`config.mk`:
```
export PLATFORM = sky130hd
export DESIGN_NAME = bsc_cell
export DESIGN_NICKNAME = d
export VERILOG_FILES = /design/src/bounded_sorted_candidate_list_assert.svh /design/src/bsc_pkg.sv /design/src/bsc_cell.sv
export SDC_FILE = /design/constraint.sdc
export NUM_CORES = 1
export LEC_CHECK = 0
export ABC_AREA = 1
export ABC_CLOCK_PERIOD_IN_PS = 6000
export BUFFER_PORTS_ARGS = -buffer_cell sky130_fd_sc_hd__buf_2
export CAP_MARGIN = 20
export CORE_UTILIZATION = 36
export DETAILED_ROUTE_END_ITERATION = 12
export HOLD_SLACK_MARGIN = 0.08
export PLACE_DENSITY = 0.63
export SLEW_MARGIN = 15
export SYNTH_ARGS = -nofsm -noshare
export SYNTH_HDL_FRONTEND = slang
export SYNTH_SLANG_ARGS = --single-unit
```
`constraint.sdc`:
```
create_clock -name clock -period 6 [get_ports clock]
set_input_delay 1.2 -clock clock [delete_from_list [all_inputs] [get_ports clock]]
set_output_delay 1.2 -clock clock [all_outputs]
set_load 0.05 [all_outputs]
```
`src/bounded_sorted_candidate_list_assert.svh`:
```
// assertion macros for the bounded sorted candidate list
`ifndef BOUNDED_SORTED_CANDIDATE_LIST_ASSERT_SVH
`define BOUNDED_SORTED_CANDIDATE_LIST_ASSERT_SVH

// condition that holds at every clock edge out of reset
`define BSC_ASSERT_ALWAYS(label, cond, msg) \
   label: assert property (@(posedge clock) disable iff (reset) (cond)) else $error(msg);

// consequent in the same cycle as the antecedent
`define BSC_ASSERT_IMPLIES(label, ante, cons, msg) \
   label: assert property (@(posedge clock) disable iff (reset) (ante) |-> (cons)) \
      else $error(msg);

// consequent in the cycle after the antecedent
`define BSC_ASSERT_NEXT(label, ante, cons, msg) \
   label: assert property (@(posedge clock) disable iff (reset) (ante) |=> (cons)) \
      else $error(msg);

`endif

```
`src/bsc_pkg.sv`:
```
// shared constants, types and helpers for the bounded sorted candidate list
`timescale 1ns / 1ps
`default_nettype none

package bsc_pkg;

   localparam int MAX_ENTRIES   = 256;
   localparam int VERTEX_BITS   = 20;
   localparam int DIST_W        = 31;
   localparam int ACT_W         = 3;
   localparam int INDEX_W       = 8;
   localparam int LIMIT_W       = 9;
   localparam int COUNT_FIELD_W = 9;
   localparam int ERR_W         = 2;

   localparam int IDX_W     = $clog2(MAX_ENTRIES);
   localparam int CNT_W     = $clog2(MAX_ENTRIES + 1);
   localparam int PAD_N     = 1 << IDX_W;
   localparam int LO_W      = 4;
   localparam int HI_W      = (IDX_W > LO_W) ? IDX_W - LO_W : 1;
   localparam int ADDR_W    = LO_W + HI_W;
   localparam int GRP_N     = 1 << LO_W;
   localparam int NGRP      = 1 << HI_W;
   localparam int CMP_W     = (CNT_W > INDEX_W) ? CNT_W : INDEX_W;
   localparam int LIM_CMP_W = (CNT_W > LIMIT_W) ? CNT_W : LIMIT_W;

   localparam logic [LIMIT_W-1:0] LIMIT_RESET = LIMIT_W'(256);

   localparam logic [ACT_W-1:0] ACT_CLEAR     = 3'd0;
   localparam logic [ACT_W-1:0] ACT_SEED      = 3'd1;
   localparam logic [ACT_W-1:0] ACT_CANDIDATE = 3'd2;
   localparam logic [ACT_W-1:0] ACT_COMMIT    = 3'd3;
   localparam logic [ACT_W-1:0] ACT_POP       = 3'd4;
   localparam logic [ACT_W-1:0] ACT_READ      = 3'd5;

   localparam logic [ERR_W-1:0] ERR_NONE          = 2'd0;
   localparam logic [ERR_W-1:0] ERR_POP_EMPTY     = 2'd1;
   localparam logic [ERR_W-1:0] ERR_SEED_NONEMPTY = 2'd2;

   typedef enum logic [2:0] {
      ST_IDLE,
      ST_CAND_SHIFT,
      ST_CAND_POS,
      ST_READ_A,
      ST_READ_B,
      ST_EXEC,
      ST_FINISH
   } state_type;

   typedef struct packed {
      logic [DIST_W-1:0]      dist_bits;
      logic [VERTEX_BITS-1:0] vtx;
   } entry_type;

   // broadcast to every cell of the row
   typedef struct packed {
      logic      insert;
      logic      seed;
      entry_type item;
   } cell_ctl_type;

   // what a cell hands to its right-hand neighbour
   typedef struct packed {
      logic      keep;
      entry_type item;
   } cell_link_type;

   // zero acts as one, anything above the depth acts as the depth
   function automatic logic [CNT_W-1:0] eff_limit(input logic [LIMIT_W-1:0] lim);
      logic [LIM_CMP_W-1:0] lw;
      logic [CNT_W-1:0]     res;
      lw = LIM_CMP_W'(lim);
      if (lim == '0) begin
         res = CNT_W'(1);
      end else if (lw > LIM_CMP_W'(MAX_ENTRIES)) begin
         res = CNT_W'(MAX_ENTRIES);
      end else begin
         res = CNT_W'(lw);
      end
      return res;
   endfunction

endpackage

`default_nettype wire

```
`src/bsc_cell.sv`:
```
// one slot of the sorted row: compare against the candidate, keep, load or shift
`timescale 1ns / 1ps
`default_nettype none

module bsc_cell
   import bsc_pkg::*;
(
   input  wire           clock,
   input  cell_ctl_type  ctl,
   input  wire           in_range,
   input  wire           keep,
   input  wire           seed_here,
   input  cell_link_type prev,
   output logic          le,
   output cell_link_type link
);

   entry_type entry_ff;
   entry_type entry_in;

   // slot holds a live entry not above the candidate
   assign le = in_range && (entry_ff.dist_bits <= ctl.item.dist_bits);

   always_comb begin
      entry_in = entry_ff;
      if (ctl.insert) begin
         if (!keep) begin
            entry_in = prev.keep ? ctl.item : prev.item;
         end
      end else if (ctl.seed && seed_here) begin
         entry_in = ctl.item;
      end
   end

   always_ff @(posedge clock) begin
      entry_ff <= entry_in;
   end

   assign link.keep = keep;
   assign link.item = entry_ff;

endmodule

`default_nettype wire

```
==> results.tsv, run 1 <==
stage	metric	value	unit
drt	Vias	2506	
power_and_ir_drop	leakage	2.12	nW
drt	DR vias/cell	4.47	
drt	mean routed wirelength per cell	12.4	µm
die	Core Area	0.00822	mm²
grt	largest net degree at the start of global routing	82	
drt	Starting DRT DRC Count	52	
die	Initial Util	37.4	%
sta	Final setup viols	0	
place	GP Congestion	0.749	
final_layout	Layout area overhead	31.5	%
worst_setup_path	crit path launch type	input port	
worst_setup_path	crit path DAT	2.64	ns
synthesis	Mapped Avg Cell Area	10.4	µm²
drt	WL final	6960	µm
worst_setup_path	CP max stage cell	ha_1	
final_layout	non-filler cells, final	561	
clock_network	post-CTS sizing	0	
clock_network	Post-CTS Setup Inserts	0	
final_layout	n_diodes	0	
drt	Routed Antenna Nets	0	
sta	fin. max-slew vios	0	
worst_setup_path	Critical Path Sink Type	primary output	
grt	number of global-route vias before repair	2450	
clock_network	htree depth	2	
synthesis	sequential fraction of the synthesis area	49.9	%
worst_setup_path	Worst Setup Path Type	input port to primary output	
sta	Setup TNS	0	ns
die	Die X-Extent	94.4	µm
place	DP Cell Count	553	
synthesis	#FFs+latches synth	51	
grt	global route overflow	0	
sta	minimum clock period	3.84	ns
grt	gr usage total	16.0	%
place	DP HPWL	5480	µm
clock_network	clock root buffer	clkbuf_8	
clock_network	number of clock sinks	51	
worst_setup_path	crit path cell chain	buf_2, inv_1, ha_1, nand2_1, nor2_1, nand4_1, nor2_1, nand3b_1, a21oi_1, buf_2	
worst_setup_path	CP Data Required Time	4.80	ns
worst_hold_path	Hold Crit Depth	2	
die	site row count	33	
place	pre-CTS worst setup slack	2.14	ns
drt	DRC viols	0	
sta	Worst-Margin Slew	0.967	ns
clock_network	Reg clk slew, reported paths	0.10	ns
grt	initial antenna violation count	0	
sta	RSZ-0062 raised after global routing	no	
clock_network	maximum buffer depth of the clock tree	2	
final_layout	proportion of layout cells with a drive suffix above 1	42.3	%
power_and_ir_drop	cell area power density	247	mW/mm²
sta	Slew Limit Headroom	35.5	%
sta	post-route setup slack	2.16	ns
synthesis	Synth Cell Area	0.00307	mm²
worst_setup_path	crit path max fanout	2	
worst_hold_path	HP Class	input port to register	
clock_network	CTS tree	built	
sta	final hold violation count	0	
synthesis	Yosys warnings	0	
sta	period utilization	64.0	%
synthesis	Post-Syn Instances	296	
place	port buffer count	161	
power_and_ir_drop	maximum vdd drop	0.138	mV
sta	hold_ws	1.18	ns
drt	DRT Pass-1 Iters	4	
die	I/O pin total	162	
worst_setup_path	delay of the slowest critical-path stage	0.29	ns
synthesis	Distinct cells, synth	17	
clock_network	CTS Buf Count	5	
synthesis	syn_nets	436	
final_layout	Largest register FFs	51	
final_layout	final net count	595	
die	die area	0.00890	mm²
grt	global-route wire length before repair	11000	µm
job	Max-Cap Viols	0	
run_status	status	finished, final reports clean	
sta	f_max	260	MHz
die	Die Ht	94.4	µm
clock_network	number of hold buffers added after CTS	0	
-- path summary, 6_finish.rpt --
check | startpoint | end | slack (ns)
min | ctl[13] | link[13] | 1.18
max | ctl[50] | le | 2.16
-- stage by stage --
stage                     util (%)  cell area (µm²)  total power [W]
after floorplan                  -             3070         0.000702
after global routing          49.1             4040          0.00105
after global placement        48.0             3940         0.000789
final                         49.1             4040         0.000997
after CTS                     49.1             4040          0.00101
after detailed placement      48.0             3940         0.000795
-- critical path: cells and delay by family --
family	cells	cell delay [ns]
buffers and inverters	3	0.40
adders and majority gates	1	0.29
AOI/OAI and AO/OA	1	0.14
and+or+nand+nor	5	0.61
-- power breakdown --
group          internal, W  total (W)  switching, W
registers         0.000437   0.000453     0.0000155
logic             0.000103   0.000330      0.000227
clock network    0.0000862   0.000214      0.000128
total             0.000627   0.000997      0.000371
-- kinds of logic (layout without fill, tap and decap cells) --
kind of cell / count (synthesis) / in the layout / synth area share, %
buf+inv: 59 / 219 / 8.80
compound gates: 44 / 44 / 7.33
simple gates: 90 / 90 / 11.6
fa+ha+maj: 31 / 31 / 12.6
mux: 21 / 21 / 9.78
flops: 51 / 51 / 49.9
-- per-layer routing --
layer | track usage [%] | part of all wire, % | vias up
met5 | 0 | 0 | -
met4 | 5.38 | 1.5 | 0
met3 | 4.43 | 8.0 | 8
met2 | 26.6 | 47 | 105
met1 | 19.8 | 44 | 1087
li1 | - | - | 1306
-- cells in the mapped netlist --
master	n	share of area [%]
mux2_4	17	8.3
a21oi_1	41	6.7
mux2_2	4	1.5
edfxtp_1	51	50
buf_4	1	0.24
nand3b_1	1	0.24
inv_1	49	6.0
nand3_1	3	0.49
buf_6	6	2.2
o21ai_0	1	0.16
or2_1	1	0.20
nor2_1	38	4.6
clkbuf_1	3	0.37
a21o_1	2	0.49
ha_1	31	13
nand2_1	44	5.4
nand4_1	3	0.61
-- cells in the final DEF, fill, tap and decap left out --
master	Yosys	final
nand4_1	3	3
mux2_2	4	4
inv_1	49	49
buf_4	1	1
ha_1	31	31
nand3_1	3	3
clkinv_4	0	1
buf_2	0	161
edfxtp_1	51	51
clkbuf_8	0	5
inv_6	0	2
o21ai_4	0	1
nand2_1	44	44
nand3b_1	1	1
nor2_1	38	38
a21o_1	2	2
mux2_4	17	17
a21oi_1	41	41
or2_4	0	1
-- cell type report --
| type | instances | area, µm² |
|---|---|---|
| clock buffer | 5 | 68.8 |
| clock inverter | 3 | 26.3 |
| fill | 801 | 4180 |
| inverter | 49 | 184 |
| multi-input combinational | 186 | 1280 |
| sequential | 51 | 1530 |
| tap | 105 | 131 |
| timing repair buffer | 162 | 813 |
Power figures use the tool's default switching activity.
==> inputs of run 2 (changes only) <==
- ABC_AREA: 1 -> 0
- ABC_CLOCK_PERIOD_IN_PS: 6000 -> 3400
- PLACE_DENSITY: 0.63 -> 0.67
- clock period: 6 -> 3.4 ns (I/O delays scaled with it)
==> run 2 against run 1 <==
  * Combinational power increased by 77%
  * Wire length decreased by 7.1%
  * Cell area decreased by 1.5%
  * Critical path depth decreased by 1
  * Synthesized cell count decreased by 24%
  * Sequential cell count unchanged
  * Die area decreased by 3.7%
  * Sequential power increased by 77%
  * Setup slack got worse by 1.8 ns
  * Hold slack got worse by 0.51 ns
==> results.tsv, run 2 <==
stage	metric	value	unit	change
place	GP Congestion	0.711		-5.1%
place	Placed Area	0.00389	mm²	-1.2%
sta	Setup TNS	0	ns	unchanged
sta	Worst-Margin Slew	0.674	ns	-0.293 ns
synthesis	#FFs+latches synth	51		unchanged
die	I/O pin total	162		unchanged
clock_network	CTS Buf Count	5		unchanged
drt	length of routed wiring on met1	2640	µm	-13%
synthesis	Post-synth ARST share	0	%	unchanged
synthesis	Post-synth EDFFs	51		unchanged
grt	number of global-route vias before repair	2362		-3.6%
final_layout	Largest register FFs	51		unchanged
drt	WL final	6470	µm	-7.1%
drt	DRC viols	0		unchanged
sta	Final setup viols	0		unchanged
synthesis	area leader, netlist	edfxtp_1		
grt	gr usage total	15.5	%	-0.47 points
synthesis	Distinct cells, synth	23		+6
final_layout	design area	0.00398	mm²	-1.5%
clock_network	Post-CTS Setup Inserts	0		unchanged
worst_hold_path	HP Class	input port to register		
drt	Starting DRT DRC Count	39		-25%
die	Die X-Extent	92.6	µm	-1.8%
place	DP HPWL	5160	µm	-5.9%
worst_setup_path	crit path DAT	2.31	ns	-0.33 ns
final_layout	proportion of layout cells with a drive suffix above 1	57.7	%	+15 points
sta	f_max	334	MHz	
sta	final hold violation count	0		unchanged
worst_setup_path	Critical Path Sink Type	primary output		
sta	period utilization	88.1	%	
job	Max-Cap Viols	0		unchanged
clock_network	number of hold buffers added after CTS	0		unchanged
final_layout	commonest non-fill, non-tap cell in the layout	buf_2		
sta	Slew Limit Headroom	55.1	%	+20 points
synthesis	Yosys warnings	0		unchanged
drt	met2 wire length	3240	µm	-0.49%
die	Die Ht	92.6	µm	-1.8%
synthesis	Main synth FF type	edfxtp_1		
place	port buffer count	161		unchanged
drt	Routed Antenna Nets	0		unchanged
sta	RSZ-0062 raised after global routing	no		
synthesis	Synth Cell Area	0.00296	mm²	-3.7%
final_layout	most frequent cells in the layout	buf_2, mux2_2, edfxtp_1, inv_1, ha_1		
clock_network	Reg clk slew, reported paths	0.09	ns	about the same
worst_setup_path	crit path max fanout	3		+1
clock_network	clock root buffer	clkbuf_8		
synthesis	share of the synthesized area in the top cell type	51.8	%	+1.9 points
sta	minimum clock period	2.99	ns	
drt	Top Layer Used	met4		
clock_network	CTS tree	built		
synthesis	top post-synthesis cells by count	edfxtp_1, mux2_2, inv_1		
die	Core Area	0.00785	mm²	-4.5%
drt	Vias	2300		-8.2%
synthesis	Post-Syn Instances	226		-24%
synthesis	syn_nets	366		-16%
clock_network	post-CTS sizing	0		unchanged
drt	metal3 WL	527	µm	-4.9%
final_layout	n_diodes	0		unchanged
worst_setup_path	CP Data Required Time	2.72	ns	-2.08 ns
synthesis	Area contributors post-synth	edfxtp_1, mux2_2, ha_1		
drt	mean routed wirelength per cell	13.1	µm	+6.0%
synthesis	Mapped Avg Cell Area	13.1	µm²	+26%
die	die area	0.00858	mm²	-3.7%
grt	initial antenna violation count	0		unchanged
die	site row count	32		-3.0%
run_status	status	finished, final reports clean		
power_and_ir_drop	maximum vdd drop	0.208	mV	+51%
clock_network	maximum buffer depth of the clock tree	2		unchanged
worst_setup_path	crit path launch type	input port		
grt	global route overflow	0		unchanged
power_and_ir_drop	leakage	1.90	nW	-10%
grt	global-route wire length before repair	10400	µm	-5.5%
worst_setup_path	Worst Setup Path Type	input port to primary output		
final_layout	final net count	529		-11%
final_layout	Layout area overhead	34.6	%	
die	Initial Util	37.7	%	+0.29 points
sta	fin. max-slew vios	0		unchanged
clock_network	number of clock sinks	51		unchanged
drt	DRT Pass-1 Iters	4		unchanged
clock_network	htree depth	2		unchanged
grt	largest net degree at the start of global routing	52		-37%
synthesis	sequential fraction of the synthesis area	51.8	%	+1.9 points
drt	DR vias/cell	4.67		+4.7%
power_and_ir_drop	cell area power density	434	mW/mm²	+76%
worst_hold_path	Hold Crit Depth	2		unchanged
==> run 2: cell type report <==
| cell class | count | area [µm²] |
|---|---|---|
| clock buffers | 5 | 68.8 |
| fillers | 751 | 3870 |
| well taps | 102 | 128 |
| inverters | 34 | 128 |
| clock inverters | 3 | 15.0 |
| flip-flops and latches | 51 | 1530 |
| repair buffers | 163 | 833 |
| multi-input cells | 134 | 1270 |
==> run 2: path summary, 6_finish.rpt <==
kind / from / endpoint / slack [ns]
hold / removal: prev[16] / link[16] / 0.68
setup / recovery: ctl[49] / le / 0.41
==> run 2: worst max-delay path, stage by stage <==
cell and delay, ns:
buf_2 0.09, inv_1 0.04, ha_1 0.33, a21oi_1 0.16
o2111ai_1 0.15, a221oi_1 0.23, o21ai_0 0.16, o22ai_1 0.19
buf_2 0.29
==> run 2: power by group <==
group	internal [W]	switching (W)	total, W
Clock	0.000140	0.000202	0.000342
Sequential	0.000775	0.0000276	0.000803
Combinational	0.000188	0.000394	0.000583
==> run 2: stage by stage <==
step                util, %  hold WS [ns]  setup WS [ns]  instances  total power (W)
CTS                    50.7         0.662          0.361        492          0.00175
global route           50.7         0.666          0.240        492          0.00182
global placement       49.6         0.980          0.461        484          0.00140
detailed placement     49.6         0.985          0.366        484          0.00141
finish                 50.7         0.676          0.406        492          0.00173
floorplan                 -         0.900          0.361        226          0.00123
==> run 2: per-layer routing <==
metal | vias up | global-route usage (%)
met3 | 5 | 3.69
li1 | 1153 | -
met5 | - | 0
met2 | 95 | 28.3
met4 | 0 | 3.91
met1 | 1047 | 18.0
==> run 2: cells by family after synthesis <==
logic type	count (synthesis)	synth area share [%]
flip-flops	51	51.8
adder cells (fa/ha/maj)	31	13.1
multiplexers	52	19.8
AO/OA/AOI/OAI	24	4.74
AND/OR/NAND/NOR	27	4.95
buffers and inverters	41	5.59
